File: src/design/sbl_ram.sv
`timescale 1ns / 1ps
// ---------------------------------------------------------------------------
// sbl_ram
// generic simple dual port ram, one write and one registered read per cycle
// ---------------------------------------------------------------------------
module sbl_ram #(
    parameter int WIDTH = 8,
    parameter int DEPTH = 16
) (
    input  logic                     clk,
    input  logic                     wr_en,
    input  logic [$clog2(DEPTH)-1:0] wr_addr,
    input  logic [WIDTH-1:0]         wr_data,
    input  logic                     rd_en,
    input  logic [$clog2(DEPTH)-1:0] rd_addr,
    output logic [WIDTH-1:0]         rd_data
);

    logic [WIDTH-1:0] mem [DEPTH];
    logic [WIDTH-1:0] rd_data_reg;

    always_ff @(posedge clk)
    begin
        if (wr_en)
        begin
            mem[wr_addr] <= wr_data;
        end
        if (rd_en)
        begin
            rd_data_reg <= mem[rd_addr];
        end
    end

    assign rd_data = rd_data_reg;

endmodule

File: config.mk
export PLATFORM = sky130hd
export DESIGN_NAME = sbl_ram
export DESIGN_NICKNAME = d
export VERILOG_FILES = /design/src/design/sbl_ram.sv
export SDC_FILE = /design/constraint.sdc
export NUM_CORES = 1
export LEC_CHECK = 0
export CAP_MARGIN = 15
export CORE_UTILIZATION = 67
export CTS_CLUSTER_SIZE = 25
export DETAILED_ROUTE_END_ITERATION = 16
export DONT_BUFFER_PORTS = 1
export GPL_ROUTABILITY_DRIVEN = 0
export GPL_TIMING_DRIVEN = 0
export PLACE_DENSITY = 0.88
export RECOVER_POWER = 100
export SYNTH_ARGS = -nofsm -noshare
export SYNTH_HDL_FRONTEND = slang
export SYNTH_SLANG_ARGS = --single-unit
File: constraint.sdc
create_clock -name clk -period 5 [get_ports clk]
set_input_delay 1 -clock clk [delete_from_list [all_inputs] [get_ports clk]]
set_output_delay 1 -clock clk [all_outputs]
set_load 0.005 [all_outputs]
* Word-level counts from Yosys, hierarchy flattened
Memories as Yosys holds them, arrays and structs flattened. A register that Yosys moved wholly into a read port is not among the register bits. Index checks and enable logic that the tools add are counted.
Storage, ports and cells: bits of input ports 19, output and inout bits 8, word-level logic and storage cells 3, bits in writable memories 128, register bits after elaboration 0, memories kept 1
Cells by class: multiplexer cells 2
Memories:
- mem | depth 16, bits a word 8, read ports 1, clocked after memory_dff 1, write ports 1, RTL line 19 | logic [WIDTH-1:0] mem [DEPTH];
Operators with widths (number):
- $mux W1 | 2

* Logic depth before layout (Yosys ltp)
Gate-level depths: netlist of the first run.
depth in word-level cells 2, gate-level depth with buffers 5, mapped depth without buffers 3

* Least setup slack after synthesis of the first run
No wires, ideal clock.
path type input -> register, start point in wr_addr[2], end point mem mem[0][0] (enable), stages 2, setup time 0.383 ns, path buffers 0, arrival 2.110 ns, path slack 2.507 ns, data required time 4.617 ns, cells stage by stage or3b_2 > nor3_1
RTL lines:
- from (decl) | RTL line 12 | input logic [$clog2(DEPTH)-1:0] wr_addr,
- to (decl) | RTL line 19
Straight into the memory's write port.

==> results of run 1 <==
[where the power goes]
| group | leakage, nW | internal (mW) | switching, mW |
|---|---|---|---|
| registers | 1.24 | 1.29 | 0.0101 |
| logic | 0.413 | 0.0405 | 0.0508 |
| clock network | 0.284 | 0.753 | 0.459 |
| total | 1.93 | 2.08 | 0.520 |
[through the flow]
step           hold WS [ps]  area [um^2]  setup slack (ps)    util  total power [mW]
3_3_place_gp          735.5         5351              2064  0.7223             1.398
6_report              569.1         5926              2253  0.7999             2.600
4_1_cts               560.7         5938              2870  0.8016             2.601
5_1_grt               550.4         5926              2115  0.7999             2.655
2_1_floorplan         704.8         5228              2507       -             1.378
3_5_place_dp          760.4         5364              2408  0.7240             1.405
[placed cells by master (no fill, tap or decap), types with 3 or more instances in the layout]
cell | Yosys | final
nor2_1 | 13 | 13
mux4_2 | 18 | 18
bufinv_16 | 0 | 3
clkbuf_16 | 0 | 16
buf_2 | 3 | 3
nor3_1 | 4 | 4
a22oi_1 | 16 | 16
mux4_1 | 14 | 14
clkbuf_1 | 0 | 6
clkdlybuf4s25_2 | 3 | 3
clkinv_2 | 0 | 5
nand2_1 | 9 | 9
edfxtp_1 | 136 | 136
[final timing paths]
check | to | cells after the start
max | rd_data[7]$_DFFE_PP_ | 5
min | mem[6][6]$_DFFE_PP_ | 0
max reg2reg | rd_data[4]$_DFFE_PP_ | 3
min reg2reg | rd_data[1]$_DFFE_PP_ | 3
[critical path, stage by stage]
cell and delay (ps):
clkbuf_1 300, clkbuf_1 710, mux4_2 640, a22oi_1 240, nand2_1 110
[layer usage]
layer  part of all wire  up-vias
li1                   -     1026
met1               0.37     1294
met2               0.49      208
met3               0.10       31
met4              0.034        0
met5                  0        -
[cells by family (layout without fill, tap and decap cells)]
kind of cell           count (synthesis)  after routing  share of synthesized area
buffers and inverters                 10             45                    0.01651
DFF                                  136            136                     0.7812
AOI/OAI and AO/OA                     16             16                    0.02298
and+or+nand+nor                       35             35                    0.03136
muxes                                 32             32                     0.1479
[final cells by class]
cell class                 instances  area [um^2]  share of cell area
clock inverter                    14        156.4             0.02639
buffer                            10        75.07             0.01267
tap                               99        123.9             0.02090
multi-input combinational         83         1057              0.1784
clock buffer                      18        417.9             0.07052
timing repair buffer               3        11.26            0.001900
sequential                       136         4084              0.6892
==> results.txt, run 1 <==
Yosys instantiated no cell more often than edfxtp_1. The count of placed standard cells including taps came out at 330. The highest clock frequency the design can meet came out at roughly 360 MHz. In this run the most critical hold path is launched from wr_data[6].

The area inside the core boundary is ~7400 um^2. The share of the Yosys chip area taken by registers is 0.7812. After routing, the total negative slack on setup checks comes to 0 ps. The global routing stage identified its most utilized layer as met2.

The data arrival at the endpoint of the critical path is ~3000 ps. IR analysis of the VDD net gives a maximum drop of between 300 and 400 uV. The clock net in this run drives a total of 136 sinks. The launching point of the worst reg2reg path is mem[2][4]$_DFFE_PP_. In the global route stage, met2 resource usage came out at 0.4898.

Post-CTS timing repair inserted 0 buffers for setup. The number of enable flip-flop cells after synthesis came out at between 100 and 150. The number of different library cells used by synthesis comes to 18. Compared with the post-synthesis result, the final layout area differs by 13.36%.

STA classifies the critical path startpoint as an input port. The initial core utilization came out at 0.7056. The count of hold-fix buffers inserted at cts is 0.

The remaining antenna violation count after routing is 0. The power density over the cells is roughly 440 nW/um^2. The DRC violation count after routing is 0. The transition time at the pin with the least slew margin is between 1000 and 1500 ps.

STA classifies the critical path endpoint as a flop. After detailed routing, the average wire length per cell comes to ~32 um. The number of levels in the clock H-tree is 4. The mapped netlist covers between 5000 and 6000 um^2.

The worst path in the final design needs a cycle of between 2000 and 3000 ps, including I/O delays and setup. For this block, the initial DRC count from the detailed router was between 300 and 400. The reported leakage power came out at approximately 1.9 nW. The share of synthesized registers carrying an async set or reset is 0.

Summed over all instances, the cell type with the most area after synthesis is edfxtp_1. The routing usage on met3 came out at 0.08754. The number of vias per cell came out at between 7 and 8. Across every metal layer, demand over resource in global routing totals 0.3174. The aggregate global routing overflow came out at 0. Measured along the y axis, the die boundary spans between 90 and 100 um. The final net count is 270.

The worst setup path is of the in2reg kind. For this block, the routed nets add up to around 12 mm of wire. Setup repair after global routing left no endpoint under its margin. The run finished with clean final reports. The clock transition at the register clock pins on the worst setup and hold paths after CTS is ~60 ps. The detailed-route via count is about 2,600.

The final critical-path share of the clock period came out at 0.5495. The final number of max-transition violations was 0. The number of antenna violations at the first check in global routing is 0.

The number of filler instances in the final layout is roughly 330. The tightest min-delay check is of the in2reg type. The worst slew slack as a fraction of its limit came out at 0.2625. The layout cell share with drive strength beyond 1 came out at 0.2121. The number of global-route vias before repair came out at between 2,000 and 3,000. The average size of a mapped cell is 22.83 um^2. The most used flip-flop cell after synthesis is edfxtp_1. The number of register bits inferred by synthesis is approximately 140. The worst endpoint required time came out at roughly 5300 ps.

After legalization and detailed placement, the total HPWL measured about 6.5 mm. The number of antenna cells inserted came out at 0. Setup violations remaining at the end of the flow were counted as 0. The final instance count without filler cells came out at ~360. The number of gates resized after CTS was 0.

Of all nets on the critical path, the largest fanout is 10. The boundary pin count came out at 27. The die outline area came out at ~8200 um^2.

For the final database, setup skew stands at ~7.4 ps. The CTS root buffer is clkbuf_8. Buffers placed on the I/O ports in this run total 0. Sorting the synthesized cells by how often they occur yields edfxtp_1, mux4_2, a22oi_1. The Yosys step of the flow raised 0 warnings.

The critical path starts at rd_addr[0]. The CTS tree is yes. Across all register-to-register paths, the minimum setup slack is 3310 ps. The post-synthesis cell count is about 230. Yosys attributes the largest share of cell area to edfxtp_1, mux4_2, mux4_1. The largest buffer count on any clock path is 2.

The total nets after synthesis is 248. The first-pass GRT wire length came out at approximately 17 mm. The top cell type's share of synthesized area came out at 0.7812. The number of failing hold endpoints at the final stage is 0. The number of buffers created by CTS is 17. The clock insertion delay at the later pin of the skew report is between 500 and 600 ps. The flip-flop count of the largest register after layout is roughly 130. The number of violations of the max-capacitance limit is 0. Row generation in the floorplan step produced 31 rows. Entering global routing, the biggest net connects 17 pins. Measured along the x axis, the die boundary spans 90.33 um. The global-route track usage on met1 came out at 0.4252. The detailed-routing iteration count for the pre-antenna-repair pass came out at 5.
No activity file was read; power rests on OpenSTA's default activity.
==> inputs of run 2 (changes only) <==
- CORE_UTILIZATION: 67 -> 62
- PLACE_DENSITY: 0.88 -> 0.83
- clock period: 5 -> 2.85 ns (I/O delays scaled with it)
==> run 2 against run 1 <==
Compared with the run above: clock power is 79% higher; wire length fell by 8.3%; combinational power up 71%; clock-buffer cell count is 4 higher; global-route usage is 4.4 points lower; critical path depth did not move; sequential share of layout area shrank 0.32 points; cell count increased by 1.7%; cell area up 0.46%; first-iteration DRC count shrank 9.1%; utilization decreased by 7.2 points; non-clock buffer count grew 1; critical endpoint is now rd_data[5]$_DFFE_PP_.
==> results.txt, run 2 (synthesis gave the netlist of run 1 again) <==
The critical path in this run is classified as in2reg. The die width was 93.83 um (+3.9%). The number of setup violations in the final report came to 0 (unchanged). The pin count of the biggest net entering global routing is 17 (unchanged). The post-layout utilization of the core came to 0.7282 (-0.07167). The number of antenna violations at the first check in global routing is 0 (unchanged). The number of buffers created by CTS came out at 17 (unchanged). The boundary pin count came to 27 (unchanged). The library cell used most frequently in the layout, excluding fill and tap cells, is edfxtp_1. The flip-flop count of the largest register after layout came out at 128 (unchanged).

Setup repair after global routing left no endpoint under its margin. The final number of max-transition violations came out at 0 (unchanged). The reported leakage power is 1.936 nW (+0.15%). The DRC violation count after routing came to 0 (unchanged).

Dividing the final minimum period by the clock period gives 0.7541. The flow ran to the end, and the final reports show no timing, DRC or antenna violations. The clock skew is 13.80 ps (+6.396 ps). The estimated wirelength of the detail-placed design is 6.136 mm (-4.9%). The number of clock sinks came out at 136 (unchanged). The total of buffers placed on input and output ports is 0 (unchanged). The power density over the cells is 771.0 nW/um^2 (+76%).

The final net count came out at 271 (+0.37%). The global-route track usage on met1 came out at 0.3806 (-0.04457). The post-CTS setup repair buffer count is 0 (unchanged).

The layout cell share with drive strength beyond 1 is 0.2008 (-0.01136). The remaining antenna violation count after routing is 0 (unchanged). The aggregate global routing overflow is 0 (unchanged). The detailed-routing iteration count for the pre-antenna-repair pass is 5 (unchanged).

The wire length reported by the detailed router came out at 10.75 mm (-8.3%). The CTS tree is yes. The count of hold-fix buffers inserted at cts came out at 0 (unchanged). The number of antenna cells inserted came out at 0 (unchanged). The largest buffer count on any clock path is 2 (unchanged). The die height came out at 93.83 um (+3.9%). The transition time at the pin with the least slew margin is 892.8 ps (-204.9 ps). STA classifies the critical path endpoint as a flop.

The area added between synthesis and finish is 13.88%. The total power draw is 4.590 mW (+77%). The worst setup path is launched from an input port. The post-route worst hold slack came out at 156.9 ps (-412.3 ps). The number of violations of the max-capacitance limit came to 0 (unchanged).

The number of global-route vias before repair is 2,517 (-4.2%). The min-delay analysis places its worst path in the category in2reg. In the layout the commonest cells are edfxtp_1, mux4_2, a22oi_1, clkbuf_16, mux4_1. The data arrival at the endpoint of the critical path is 2380 ps (-630 ps). The die outline area came to 8803 um^2 (+7.9%). The number of levels in the clock H-tree came out at 4 (unchanged).

The violation count after the first detailed-route iteration came to 358 (-9.1%). The clock insertion delay at the later pin of the skew report was 500 ps (-20 ps). The peak-usage layer in the global routing report is met2.

The peak ir drop on the vdd network came out at 512.3 uV (+48%). The detailed-route via count is 2,506 (-2.1%). The number of failing hold endpoints at the final stage came out at 0 (unchanged). The worst endpoint required time is 3080 ps (-2180 ps). The routing usage on met3 came to 0.07524 (-0.01230).

The total track usage is 0.2730 (-0.04441). The slack of the worst reg-to-reg path is 1250 ps (-2060 ps). The largest fanout on the critical path came out at 10 (unchanged). The number of vias per cell came to 6.791 (-3.7%).

The first-pass GRT wire length is 15.64 mm (-8.7%). The highest clock frequency the design can meet came out at about 470 MHz. The post-cts repair resize count was 0 (unchanged).

The floorplan row count was 33 (+6.5%). The initial core utilization is 0.6394 (-0.06620). The clock transition at the register clock pins on the worst setup and hold paths after CTS came out at 60 ps (about the same).

The average detailed-routed wire length per instance came out at 29.14 um (-9.8%). The cell sitting at the root of the clock tree is a clkbuf_8. The time the worst path needs with I/O delays and setup came out at approximately 2100 ps. The worst slew slack as a fraction of its limit came out at 0.4048 (+0.1423). The global-route met2 utilization was 0.4185 (-0.07133). The final sum of negative setup slack is 0 ps (unchanged).

The area inside the core boundary came out at 8175 um^2 (+10%).
[run 2: cell count changes in the layout (fill, tap and decap cells not counted), sizes merged]
cell / before / now
buf: 5 / 6
bufinv: 3 / 4
clkbuf: 23 / 27
clkinv: 9 / 4
inv: 1 / 0
[run 2: power breakdown]
| group | switching (mW) | internal (mW) |
|---|---|---|
| Clock | 0.751 | 1.41 |
| Combinational | 0.0844 | 0.0721 |
| Sequential | 0.0149 | 2.26 |
[run 2: cell type report]
type	instances	area [um^2]
sequential	136	4084
fill	447	2222
multi-input combinational	83	1057
clock buffer	22	432.9
clock inverter	9	150.1
tap	105	131.4
buffer	10	82.58
timing repair buffer	4	15.01
[run 2: final timing paths]
check                                          from                   end  depth (start not counted)
worst max register to register  mem[5][0]$_DFFE_PP_  rd_data[0]$_DFFE_PP_                          3
worst min register to register  mem[9][3]$_DFFE_PP_  rd_data[3]$_DFFE_PP_                          3
worst min-delay path                     wr_data[5]   mem[1][5]$_DFFE_PP_                          0
worst max-delay path                     rd_addr[0]  rd_data[5]$_DFFE_PP_                          5
[run 2: through the flow]
step | setup WS (ps) | cell area, um^2 | instances
6_report | 700.9 | 5953 | 369
5_1_grt | 580.2 | 5953 | 369
4_1_cts | 1170 | 5947 | 366
3_5_place_dp | 648.0 | 5364 | 335
3_3_place_gp | 390.4 | 5359 | 334
2_1_floorplan | 787.1 | 5228 | 229
[run 2: critical path, cell delays in order]
cell,delay (ps)
buf_6,110
clkbuf_1,670
mux4_2,620
a22oi_1,260
nand2_1,140
[run 2: layer usage]
layer / vias to the layer above / wire length (um) / share of wire
met5: - / 0 / 0
met4: 0 / 214 / 0.020
met3: 17 / 1138 / 0.11
met2: 185 / 5411 / 0.50
met1: 1276 / 3989 / 0.37
li1: 1028 / - / -
