## src/design/sbl_pkg.sv

```systemverilog
`timescale 1ns / 1ps
// ---------------------------------------------------------------------------
// sbl_pkg
// shared types, constants and helper functions of the scanline / blur block
// ---------------------------------------------------------------------------
package sbl_pkg;

    localparam int MAX_WIDTH  = 512;
    localparam int MAX_HEIGHT = 256;

    localparam int COL_W      = 9;
    localparam int ROW_W      = 8;
    localparam int PIX_W      = 24;
    localparam int FW_W       = 10;
    localparam int FH_W       = 9;
    localparam int CFG_IDX_W  = 2;
    localparam int CFG_DATA_W = 10;
    localparam int LINE_W     = 2 * PIX_W;

    localparam logic [FW_W-1:0] FW_RESET = 10'd320;
    localparam logic [FH_W-1:0] FH_RESET = 9'd224;

    localparam logic [CFG_IDX_W-1:0] CFG_FRAME_WIDTH  = 2'd0;
    localparam logic [CFG_IDX_W-1:0] CFG_FRAME_HEIGHT = 2'd1;
    localparam logic [CFG_IDX_W-1:0] CFG_SCANLINE     = 2'd2;
    localparam logic [CFG_IDX_W-1:0] CFG_BLUR         = 2'd3;

    localparam logic [7:0] SCAN_BASE = 8'd217;
    localparam logic [7:0] LUM_GAIN  = 8'd38;

    typedef enum logic {
        ALU_MUL,
        ALU_TAP
    } alu_op_t;

    typedef struct packed {
        logic             en;
        alu_op_t          op;
        logic [PIX_W-1:0] a;
        logic [PIX_W-1:0] b;
        logic [PIX_W-1:0] c;
    } alu_req_t;

    typedef enum logic [3:0] {
        ST_IDLE,
        ST_LUM,
        ST_FAC,
        ST_MUL,
        ST_DISPATCH,
        ST_NEMIT,
        ST_HTAP,
        ST_VLOAD,
        ST_VTAP,
        ST_VEMIT
    } state_t;

    // r/4 + g/2 + g/8 + b/8, at most 252
    function automatic logic [7:0] scan_lum(input logic [PIX_W-1:0] p);
        logic [7:0] r;
        logic [7:0] g;
        logic [7:0] b;
        r = p[23:16];
        g = p[15:8];
        b = p[7:0];
        return {2'b00, r[7:2]} + {1'b0, g[7:1]} + {3'b000, g[7:3]} + {3'b000, b[7:3]};
    endfunction

    // 217 + v/255, v below 9577; divide by 255 as (v + 1 + v/256) / 256
    function automatic logic [7:0] scan_factor(input logic [13:0] v);
        logic [14:0] t;
        logic [5:0]  q;
        t = {1'b0, v} + 15'd1 + {9'd0, v[13:8]};
        q = t[13:8];
        return SCAN_BASE + {2'b00, q};
    endfunction

endpackage

```

## src/design/sbl_alu.sv

```systemverilog
`timescale 1ns / 1ps
// ---------------------------------------------------------------------------
// sbl_alu
// shared unit: 8x8 multiply or per-channel 1-2-1 tap, registered result
// ---------------------------------------------------------------------------
module sbl_alu
    import sbl_pkg::*;
(
    input  logic             clk,
    input  alu_req_t         req,
    output logic [PIX_W-1:0] res
);

    logic [15:0]      mul_val;
    logic [PIX_W-1:0] tap_val;
    logic [9:0]       lane_sum;
    logic [PIX_W-1:0] res_reg;

    assign mul_val = {8'd0, req.a[7:0]} * {8'd0, req.b[7:0]};

    // three independent channel lanes
    always_comb
    begin
        tap_val  = '0;
        lane_sum = '0;
        for (int i = 0; i < 3; i++)
        begin
            lane_sum = {2'b00, req.a[8*i +: 8]} + {1'b0, req.b[8*i +: 8], 1'b0}
                     + {2'b00, req.c[8*i +: 8]};
            tap_val[8*i +: 8] = lane_sum[9:2];
        end
    end

    always_ff @(posedge clk)
    begin
        if (req.en)
        begin
            case (req.op)
                ALU_MUL: res_reg <= {8'd0, mul_val};
                ALU_TAP: res_reg <= tap_val;
                default: res_reg <= '0;
            endcase
        end
    end

    assign res = res_reg;

endmodule

```

## config.mk

```make
export PLATFORM = sky130hd
export DESIGN_NAME = sbl_alu
export DESIGN_NICKNAME = d
export VERILOG_FILES = /design/src/design/sbl_pkg.sv /design/src/design/sbl_alu.sv
export SDC_FILE = /design/constraint.sdc
export NUM_CORES = 1
export LEC_CHECK = 0
export BUFFER_PORTS_ARGS = -buffer_cell sky130_fd_sc_hd__buf_2
export CORE_ASPECT_RATIO = 0.7
export CORE_MARGIN = 2
export CORE_UTILIZATION = 45
export CTS_CLUSTER_DIAMETER = 40
export DETAILED_ROUTE_END_ITERATION = 7
export PLACE_DENSITY = 0.68
export SLEW_MARGIN = 5
export SYNTH_ARGS = -nofsm -noshare
export SYNTH_HDL_FRONTEND = slang
export SYNTH_SLANG_ARGS = --single-unit
```

## constraint.sdc

```tcl
create_clock -name clk -period 6.5 [get_ports clk]
set_clock_uncertainty 0.2 [all_clocks]
set_input_delay 0.65 -clock clk [delete_from_list [all_inputs] [get_ports clk]]
set_output_delay 0.65 -clock clk [all_outputs]
set_load 0.01 [all_outputs]
```

Word-level counts from Yosys, hierarchy flattened

Index checks and enable logic that the tools add are counted.

Input port bits: 75
Output and inout bits: 24
Word-level logic and storage cells: 10
Register bits: 24

Mux-type cells: 1
Bitwise gates (word level): 1
Multipliers: 1
$add $sub $neg: 6

Operators by type and width:

| kind          | number |
|---|---|
| $pmux 24 s2   | 1 |
| $add 10x8->10 | 3 |
| $add 8x9->10  | 3 |
| $mul 8x8->16  | 1 |
| $not 1->1     | 1 |

Depth between registers and ports, before layout

Gate-level depths: netlist (run 1).

Word-level depth: 3
Mapped depth: 17
Gate-level depth less buffers: 16

Worst setup path after synthesis (run 1)

OpenSTA, ideal clock, no wires.

Path kind: input to register
From: input req[48] in the netlist's numbering
To: register res_reg[12] (netlist: res[12]) (data pin)
Arrival: 4.586 ns
Required time: 6.040 ns
Setup time: 0.260 ns
Path buffers: 1
Cell stages on the path: 16
Setup slack: 1.454 ns
Cell sequence: clkbuf_1 > nand2_1 > fa_1 > fa_1 > inv_1 > fa_1 > inv_1 > fa_1 > inv_1 > ha_1 > or3_1 > a21oi_1 > o21ba_2 > a311oi_2 > xor2_1 > o21ai_1

Cells in the longest elaborated chain, start to end: 2

Ends and longest elaborated chain:

| element              | line          | RTL |
|---|---|---|
| from (decl)          | sbl_alu.sv:10 | `input alu_req_t req,` |
| $mul 8x8->16         | sbl_alu.sv:19 | `assign mul_val = {8'd0, req.a[7:0]} * {8'd0, req.b[7:0]};` |
| $pmux 24 s2          | sbl_alu.sv:38 | `case (req.op)` |
| to (signal assigned) | sbl_alu.sv:39 | `ALU_MUL: res_reg <= {8'd0, mul_val};` |
| to (signal assigned) | sbl_alu.sv:40 | `ALU_TAP: res_reg <= tap_val;` |
| to (decl)            | sbl_alu.sv:17 | `logic [PIX_W-1:0] res_reg;` |

Every way passes these cells.
A chain may end at the register's enable or synchronous reset.

Final worst setup path (run 1)

Ends and elaborated chain as after synthesis.

==> out/results.txt, run 1 <==
Clock transition at path regs: 0.06 ns
DRC: 0
Crit start category: input port
N_diodes: 0
Post-Route Setup TNS: 0 ns
Initial antenna violation count: 0
WL/cell: 14.1 um
PortBufs: 98
Largest register FFs: 24
# hold bufs at CTS: 0
Worst Hold Depth: 4
Avg Cell Area, Syn: 9.99 sq um
Synth top area share: 27.9%
Layout cells sized above 1: 20.8%
Hold Path End: res[22]
Total die area: 10400 sq um
Clock tree buffer depth: 2
Initial Util: 46.9%
Via density per instance: 5.27
Nets: 721
Critical Path AT: 4.76 ns
Final hold vios: 0
GRT Util Overall: 18.6%
Max Slew Vio Count: 0
Register area share after synthesis: 16.7%
Final setup vio count: 0
Worst-margin pin slew: 0.709 ns
MaxCap Viol Count: 0
Post-Route WL: 9.20 mm
Synth top area cells: fa_1, edfxtp_1, ha_1, and2_1, inv_1
Top_reg_cell synth: edfxtp_1
Clk sink count: 24
Hold Path Origin: req[47]
Die Y: 85.9 um
Resized cells post-CTS: 0
Total CTS buffers: 3
Setup Buffers After CTS: 0
Hold Path Class: in -> reg
Synth-to-layout area growth: 16.1%
Die width: 121 um
CP Class: in -> reg
Post-Syn Area: 4310 sq um
Ports: 99
EDFF count, synth: 24
Post-synth ARST share: 0%
Remaining antenna violation count: 0
Setup repair after global routing missed its margin: false
Rel. slew slack: 52.6%
Static leakage: 2.42 nW
H-tree lvl count: 1
Gpl congestion: 0.872
1st-pass router iterations: 6
WP data required: 6.29 ns
First-pass GRT wire length: 15.9 mm
Vias: 3435
Max IR drop VDD: 0.119 mV
Number of global-route vias before repair: 3487
Filler Cell Count: 837
CORE AREA: 9180 sq um
Post-Synthesis Cells: 431
Critical path peak fanout: 10
Fin crit share: 76.4%
Largest net degree at the start of global routing: 25
Ys Warns: 0
Yosys reg bits: 24
Critical Path Start: req[48]
Placed instance count: 648
First DRT Iteration DRCs: 147
CTS root buf: clkbuf_16
Site Rows: 29
TritonCTS clock tree: done
GRT overflow: 0
Pwr Density: 231 nW/um^2
Post-DP HPWL: 7.91 mm
Status: completed
Largest area contributor in the netlist: fa_1
Non-filler cells, final: 652
Syn Nets: 623
Min cycle time layout: 4.97 ns
Distinct cell type count after synthesis: 48
Setup crit end kind: flip-flop
Max Freq: 0.201 GHz
## power breakdown
part | switching, mW | internal, mW
registers | 0.00972 | 0.230
logic | 0.424 | 0.362
clock network | 0.0487 | 0.0821
total | 0.482 | 0.674
## placed cells by master, fill, tap and decap left out, drive strengths merged, types with 4 or more instances in the layout
cell type / count
nand3: 6
fa: 60
or3: 5
xor2: 6
nor2: 14
inv: 57
nor2b: 6
a211oi: 5
a21oi: 14
and2: 55
a21o: 4
nand2b: 6
edfxtp: 24
o21a: 9
nand2: 25
ha: 57
buf: 98
o31ai: 4
o21ai: 22
xnor2: 9
nor3: 7
## cell usage after synthesis (5+ instances only)
| cell type | n |
|---|---|
| nor3_1 | 7 |
| and2_1 | 54 |
| nand3_1 | 6 |
| edfxtp_1 | 24 |
| nor2_1 | 14 |
| or3_1 | 5 |
| o21ai_0 | 19 |
| ha_1 | 57 |
| o21a_1 | 9 |
| xnor2_1 | 9 |
| inv_1 | 57 |
| nor2b_1 | 6 |
| a21oi_1 | 14 |
| a211oi_1 | 5 |
| nand2b_1 | 6 |
| fa_1 | 60 |
| xor2_1 | 6 |
| nand2_1 | 25 |
## worst max path at each step
stage	cells past startpoint	end	slack [ns]
after CTS	16	res[14]	1.52
after detailed placement	16	res[12]	1.25
after floorplan	16	res[12]	1.45
after global routing	16	res[14]	1.30
final	16	res[12]	1.53
after global placement	16	res[12]	1.38
## logic make-up (layout without fill, tap and decap cells)
group,after synthesis,count (layout),share of synthesized area [%]
AND/OR/NAND/NOR,132,132,16.8
adder cells (fa/ha/maj),117,117,44.5
AO/OA/AOI/OAI,77,77,12.3
buffers and inverters,62,159,5.72
flip-flops,24,24,16.7
XOR/XNOR,15,15,3.05
multiplexers,4,4,0.959
## per-layer routing
metal  global-route usage, %  part of all wire [%]  up-vias
met4                    2.85                   1.4        0
met1                    26.1                    46     1677
met5                       0                     0        -
li1                        -                     -     1660
met3                    2.53                   4.7       10
met2                    31.4                    48       88
## critical path: stages
cell and delay (ns):
buf_2 0.19, nand2_1 0.11, fa_1 0.53, fa_1 0.56
inv_1 0.06, fa_1 0.52, inv_1 0.05, fa_1 0.53
inv_1 0.04, ha_1 0.32, or3_1 0.32, a21oi_1 0.14
o21ba_2 0.21, a311oi_2 0.29, xor2_1 0.17, o21ai_1 0.06
## area by class of cell
class | count | area, sq um | area share, %
timing repair buffer | 98 | 490 | 9.81
multi-input combinational | 345 | 3340 | 66.8
inverter | 57 | 214 | 4.28
sequential | 24 | 721 | 14.4
clock buffer | 3 | 75.1 | 1.50
clock inverter | 1 | 3.75 | 0.0751
tap | 124 | 155 | 3.10
## stage by stage
step | total power [mW] | area, sq um | setup slack (ns) | hold slack, ns | utilization, %
after floorplan | 0.829 | 4310 | 1.45 | 0.562 | -
after global placement | 1.01 | 4920 | 1.38 | 0.863 | 53.6
after detailed placement | 1.03 | 4920 | 1.25 | 0.862 | 53.6
after CTS | 1.17 | 5000 | 1.52 | 0.689 | 54.4
after global routing | 1.29 | 5000 | 1.30 | 0.721 | 54.4
final | 1.16 | 5000 | 1.53 | 0.685 | 54.4
No activity file was read; power rests on OpenSTA's default activity.
==> inputs of run 2 (changes only) <==
--- a/config.mk
+++ b/config.mk
@@ -11,7 +11,7 @@
 export CORE_UTILIZATION = 45
 export CTS_CLUSTER_DIAMETER = 40
 export DETAILED_ROUTE_END_ITERATION = 7
-export PLACE_DENSITY = 0.68
+export PLACE_DENSITY = 0.7
 export SLEW_MARGIN = 5
 export SYNTH_ARGS = -nofsm -noshare
 export SYNTH_HDL_FRONTEND = slang
==> constraint.sdc (replaced) <==
create_clock -name clk -period 4.2 [get_ports clk]
set_clock_uncertainty 0.2 [all_clocks]
set_input_delay 0.42 -clock clk [delete_from_list [all_inputs] [get_ports clk]]
set_output_delay 0.42 -clock clk [all_outputs]
set_load 0.01 [all_outputs]
==> run 2 against run 1 <==
Effect of this change:
- the flow now finishes with violations (setup timing)
- via count grew 5.4%
- clock-buffer cell count is the same
- sequential share of layout area shrank 1.8 points
- routed wire length grew 9.1%
- non-clock buffer count grew 47
==> out/results.txt, run 2 (same netlist as run 1, synthesis figures left out) <==
Setup repair after global routing missed its margin: true
Filler Cell Count: 784 (-6.3%)
Critical path peak fanout: 6 (-4)
Fin util: 62.1% (+7.6 points)
DRC: 0 (unchanged)
GRT overflow: 0 (unchanged)
Post-Route WL: 10.0 mm (+9.1%)
Max IR drop VDD: 0.252 mV (+110%)
Clk sink count: 24 (unchanged)
Die width: 121 um (unchanged)
MaxCap Viol Count: 0 (unchanged)
Min cycle time layout: 4.35 ns
Crit start category: input port
Post-Route Setup TNS: -0.325 ns (-0.325 ns)
Setup crit end kind: flip-flop
Failing checks: setup timing
Via density per instance: 5.17 (-1.8%)
Clock transition at path regs: 0.06 ns (about the same)
Site Rows: 29 (unchanged)
Final setup vio count: 3 (+3)
Most common cell after layout, fill and taps aside: buf_2
WP data required: 4.00 ns (-2.29 ns)
WP buf/inv: 3 (-1)
Total CTS buffers: 3 (unchanged)
Crit path largest cell delay: 0.56 ns (about the same)
Hold Path Class: in -> reg
PortBufs: 98 (unchanged)
Rel. slew slack: 51.9% (-0.74 points)
Commonest non-fill, non-tap cells in the layout: buf_2, fa_1, inv_1
Status: finished, violations left
WL/cell: 14.3 um (+1.6%)
CTS root buf: clkbuf_16
Fin crit share: 104%
Worst Hold Depth: 4 (unchanged)
Vias: 3620 (+5.4%)
Synth-to-layout area growth: 32.3%
Max Slew Vio Count: 0 (unchanged)
Remaining antenna violation count: 0 (unchanged)
Die Y: 85.9 um (unchanged)
Critical Path AT: 4.15 ns (-0.61 ns)
CORE AREA: 9180 sq um (unchanged)
CP Class: in -> reg
Slowest stage cell, crit path: fa_1
Post-DP HPWL: 8.54 mm (+8.0%)
Final worst slack: -0.148 ns (-1.68 ns)
Crit-path most repeated cell: fa_1
Nets: 768 (+6.5%)
Static leakage: 2.73 nW (+13%)
Worst-margin pin slew: 0.721 ns (+0.0111 ns)
Final hold vios: 0 (unchanged)
Placed cell area: 5260 sq um (+6.9%)
Initial Util: 46.9% (unchanged)
CP cell instances: buf_8 -> and2_4 -> fa_2 -> fa_1 -> fa_1 -> inv_1 -> fa_1 -> inv_2 -> ha_4 -> or3_4 -> a21oi_2 -> o21ba_4 -> a311oi_2 -> xor2_1 -> o21ai_1
Clock tree buffer depth: 2 (unchanged)
Hold Path Origin: req[48]
Post-route cell area: 5700 sq um (+14%)
Initial antenna violation count: 1 (+1)
First DRT Iteration DRCs: 190 (+29%)
Ports: 99 (unchanged)
Largest register FFs: 24 (unchanged)
Cell family with most CP delay: adder cells
Hold Path End: res[0]
Gpl congestion: 0.820 (-6.0%)
Total die area: 10400 sq um (unchanged)
Hold slack: 0.432 ns (-0.253 ns)
Largest net degree at the start of global routing: 25 (unchanged)
H-tree lvl count: 1 (unchanged)
GRT Util Overall: 19.8% (+1.2 points)
Number of global-route vias before repair: 3649 (+4.6%)
Pwr Density: 401 nW/um^2 (+73%)
1st-pass router iterations: 6 (unchanged)
Layout cells sized above 1: 34.8% (+14 points)
TritonCTS clock tree: done
Max Freq: 0.230 GHz
First-pass GRT wire length: 16.6 mm (+4.8%)
==> run 2: cell count changes in the layout (fill, tap and decap cells not counted), sizes merged <==
cell	previous run	this run
buf	98	145
diode	0	1
==> run 2: how the worst max path moves through the flow <==
| stage | startpoint | endpoint | slack (ns) | cells past startpoint |
|---|---|---|---|---|
| final | req[26] | res[12] | -0.15 | 15 |
| after global routing | req[54] | res[12] | -0.22 | 15 |
| after CTS | req[50] | res[12] | -0.11 | 15 |
| after detailed placement | req[50] | res[12] | -0.53 | 15 |
| after global placement | req[51] | res[14] | -0.43 | 15 |
| after floorplan | req[48] | res[12] | -0.18 | 16 |
==> run 2: final cells by class <==
class	instances	area, sq um	area share (%)
inverter	57	214	3.75
multi-input combinational	345	3570	62.6
antenna	1	2.50	0.0439
clock buffer	3	75.1	1.32
tap	124	155	2.72
sequential	24	721	12.6
clock inverter	1	3.75	0.0659
timing repair buffer	145	961	16.9
==> run 2: layer usage <==
layer	share of wire [%]	GRT usage, %	up-vias
met5	0	0	-
met4	1.0	2.85	0
met3	5.4	3.59	8
met2	48	33.4	92
met1	46	27.4	1768
li1	-	-	1752
==> run 2: per-stage QoR <==
stage / power (mW) / setup slack (ns) / std cells
floorplan: 1.32 / -0.183 / 431
global placement: 1.77 / -0.430 / 689
detailed placement: 1.81 / -0.532 / 689
CTS: 2.12 / -0.111 / 694
global route: 2.50 / -0.221 / 700
finish: 2.28 / -0.148 / 700
==> run 2: timing repair <==
item	in CTS	in global routing
gates resized for setup	43	37
endpoints found under the setup margin	7	8
buffers inserted	1	5
hold buffers	0	0
pin swaps	18	17
==> run 2: report_power, final <==
part / total (mW) / internal (mW) / switching (mW)
sequential: 0.374 / 0.356 / 0.0181
combinational: 1.70 / 0.885 / 0.818
clock: 0.207 / 0.127 / 0.0800
==> inputs of run 3 (changes only) <==
--- a/config.mk
+++ b/config.mk
@@ -8,10 +8,10 @@
 export BUFFER_PORTS_ARGS = -buffer_cell sky130_fd_sc_hd__buf_2
 export CORE_ASPECT_RATIO = 0.7
 export CORE_MARGIN = 2
-export CORE_UTILIZATION = 45
+export CORE_UTILIZATION = 33
 export CTS_CLUSTER_DIAMETER = 40
 export DETAILED_ROUTE_END_ITERATION = 7
-export PLACE_DENSITY = 0.7
+export PLACE_DENSITY = 0.54
 export SLEW_MARGIN = 5
 export SYNTH_ARGS = -nofsm -noshare
 export SYNTH_HDL_FRONTEND = slang
==> run 3 against run 2 <==
Effect of this change:
- the flow still finishes with violations (setup timing)
- clock-buffer cell count did not move
- hold slack improved by 0.027 ns
- sequential cell count did not move
- total power fell by 0.38%
- routed wire length rose by 2.7%
- first-iteration DRC count fell by 42%
- clock power rose by 33%
- via count fell by 1.8%
- combinational power fell by 5%
- sequential power barely moved
- final cell count rose by 5.3%
- die area rose by 35%
- critical path type unchanged
==> out/results.txt, run 3 (same netlist as run 1, synthesis figures left out) <==
N_diodes: 0 (-1)
GRT Util Overall: 15.0% (-4.8 points)
Switching pwr: 0.885 mW (-3.5%)
Crit start category: input port
GRT overflow: 0 (unchanged)
1st-pass router iterations: 4 (-2)
Pwr Density: 399 nW/um^2 (-0.49%)
Via density per instance: 4.82 (-6.7%)
Nets: 768 (unchanged)
Clock Power Share: 12.1% (+3.0 points)
Worst setup endpoint: res[14]
Vias: 3556 (-1.8%)
Failing checks: setup timing
CTS root buf: clkbuf_16
CP Class: in -> reg
Static leakage: 2.73 nW (-0.13%)
Total die area: 14000 sq um (+35%)
WP data required: 3.99 ns (about the same)
Most common cell after layout, fill and taps aside: buf_2
Commonest non-fill, non-tap cells in the layout: buf_2, fa_1, ha_1
CORE AREA: 12600 sq um (+37%)
Final hold vios: 0 (unchanged)
Hold slack: 0.459 ns (+0.0274 ns)
DRT met1 WL: 5.12 mm (+12%)
Rel. slew slack: 50.8% (-1.1 points)
Remaining antenna violation count: 0 (unchanged)
Synth-to-layout area growth: 32.5%
Logic pwr share: 71.4% (-3.2 points)
MaxCap Viol Count: 0 (unchanged)
Int Power: 1.39 mW (+1.7%)
Final setup vio count: 3 (unchanged)
Die Y: 99.6 um (+16%)
H-tree lvl count: 1 (unchanged)
Non-filler cells, final: 737 (+5.3%)
# hold bufs at CTS: 0 (unchanged)
Max Slew Vio Count: 0 (unchanged)
Post-Route Setup TNS: -0.318 ns (+0.00713 ns)
Clk sink count: 24 (unchanged)
Initial Util: 34.2% (-13 points)
PortBufs: 98 (unchanged)
First-pass GRT wire length: 17.2 mm (+3.5%)
Max Freq: 0.230 GHz (about the same)
Setup crit end kind: flip-flop
Fin crit share: 104% (about the same)
Critical path peak fanout: 9 (+3)
Final worst slack: -0.152 ns (-0.00400 ns)
Hold Path Class: in -> reg
Initial antenna violation count: 0 (-1)
Switching portion of total power: 38.9% (-1.2 points)
Clock tree buffer depth: 2 (unchanged)
Clock transition at path regs: 0.06 ns (about the same)
Site Rows: 34 (+17%)
First DRT Iteration DRCs: 110 (-42%)
Critical Path AT: 4.14 ns (about the same)
Worst-margin pin slew: 0.738 ns (+0.0170 ns)
Largest net degree at the start of global routing: 25 (unchanged)
Number of global-route vias before repair: 3610 (-1.1%)
Critical Path Start: req[28]
Total power: 2.28 mW (-0.38%)
Placed instance count: 726 (+5.4%)
Max IR drop VDD: 0.180 mV (-29%)
DRC: 0 (unchanged)
Sequential share of power: 16.5% (about the same)
Ports: 99 (unchanged)
Gpl congestion: 0.784 (-4.4%)
Post-Route WL: 10.3 mm (+2.7%)
Status: finished, violations left
Layout cells sized above 1: 33.9% (-0.87 points)
TritonCTS clock tree: done
Setup repair after global routing missed its margin: true
Routed met3 length: 533 um (-0.93%)
WL/cell: 14.0 um (-2.5%)
Total CTS buffers: 3 (unchanged)
Die width: 141 um (+16%)
Largest register FFs: 24 (unchanged)
Met2 routed WL: 4.64 mm (-3.7%)
Min cycle time layout: 4.35 ns (+0.00400 ns)
Post-DP HPWL: 8.89 mm (+4.0%)
Uppermost layer routed: met4
==> run 3: cell types whose count changed in the layout (fill, tap and decap cells not counted), sizes merged <==
cell	delta
diode	-1
clkinv	-1
bufinv	+1
==> run 3: power by group through the flow <==
stage	Sequential [mW]	Combinational (mW)	Clock, mW
after floorplan	0.411	0.905	0
after global placement	0.381	1.40	0
after detailed placement	0.381	1.42	0
after CTS	0.376	1.55	0.280
after global routing	0.380	1.82	0.290
final	0.375	1.62	0.276
==> run 3: area by class of cell <==
class / count / area [sq um]
Clock buffer: 3 / 75.1
Clock inverter: 1 / 30.0
Fill cell: 1203 / 6890
Inverter: 57 / 214
Multi-Input combinational cell: 345 / 3520
Sequential cell: 24 / 721
Tap cell: 162 / 203
Timing Repair Buffer: 145 / 945
==> run 3: worst max-delay path, cell delays in order <==
cell     delay, ns
buf_12        0.11
and2_4        0.15
fa_1          0.50
fa_1          0.51
fa_1          0.49
inv_1         0.05
fa_1          0.49
inv_2         0.05
ha_4          0.16
nor3_4        0.18
or2b_1        0.25
o21ba_4       0.23
buf_4         0.13
a41oi_2       0.14
xor2_1        0.18
a21oi_1       0.08
==> run 3: how the worst min path moves through the flow <==
stage / from / endpoint / cells past startpoint
after floorplan: req[73] / res[0] / 0
after global placement: res[1] / res[1] / 1
after detailed placement: res[16] / res[16] / 1
after CTS: req[48] / res[0] / 4
after global routing: req[48] / res[0] / 4
final: req[47] / res[22] / 4
==> run 3: routing by layer <==
metal / up-vias / GRT usage (%)
li1: 1756 / -
met1: 1715 / 22.0
met2: 83 / 24.4
met3: 2 / 3.08
met4: 0 / 0.385
met5: - / 0
==> run 3: what timing repair did <==
| item | CTS | global route |
|---|---|---|
| setup endpoints to repair | 7 | 8 |
| pin swaps | 24 | 25 |
| setup buffers | 2 | 5 |
| resized for setup | 42 | 27 |
==> run 3: metrics by stage <==
stage / cell area, sq um / setup slack (ns) / util [%]
floorplan: 4350 / -0.183 / -
global placement: 5300 / -0.436 / 42.1
detailed placement: 5300 / -0.508 / 42.1
CTS: 5570 / -0.146 / 44.2
global route: 5700 / -0.278 / 45.3
finish: 5700 / -0.152 / 45.3
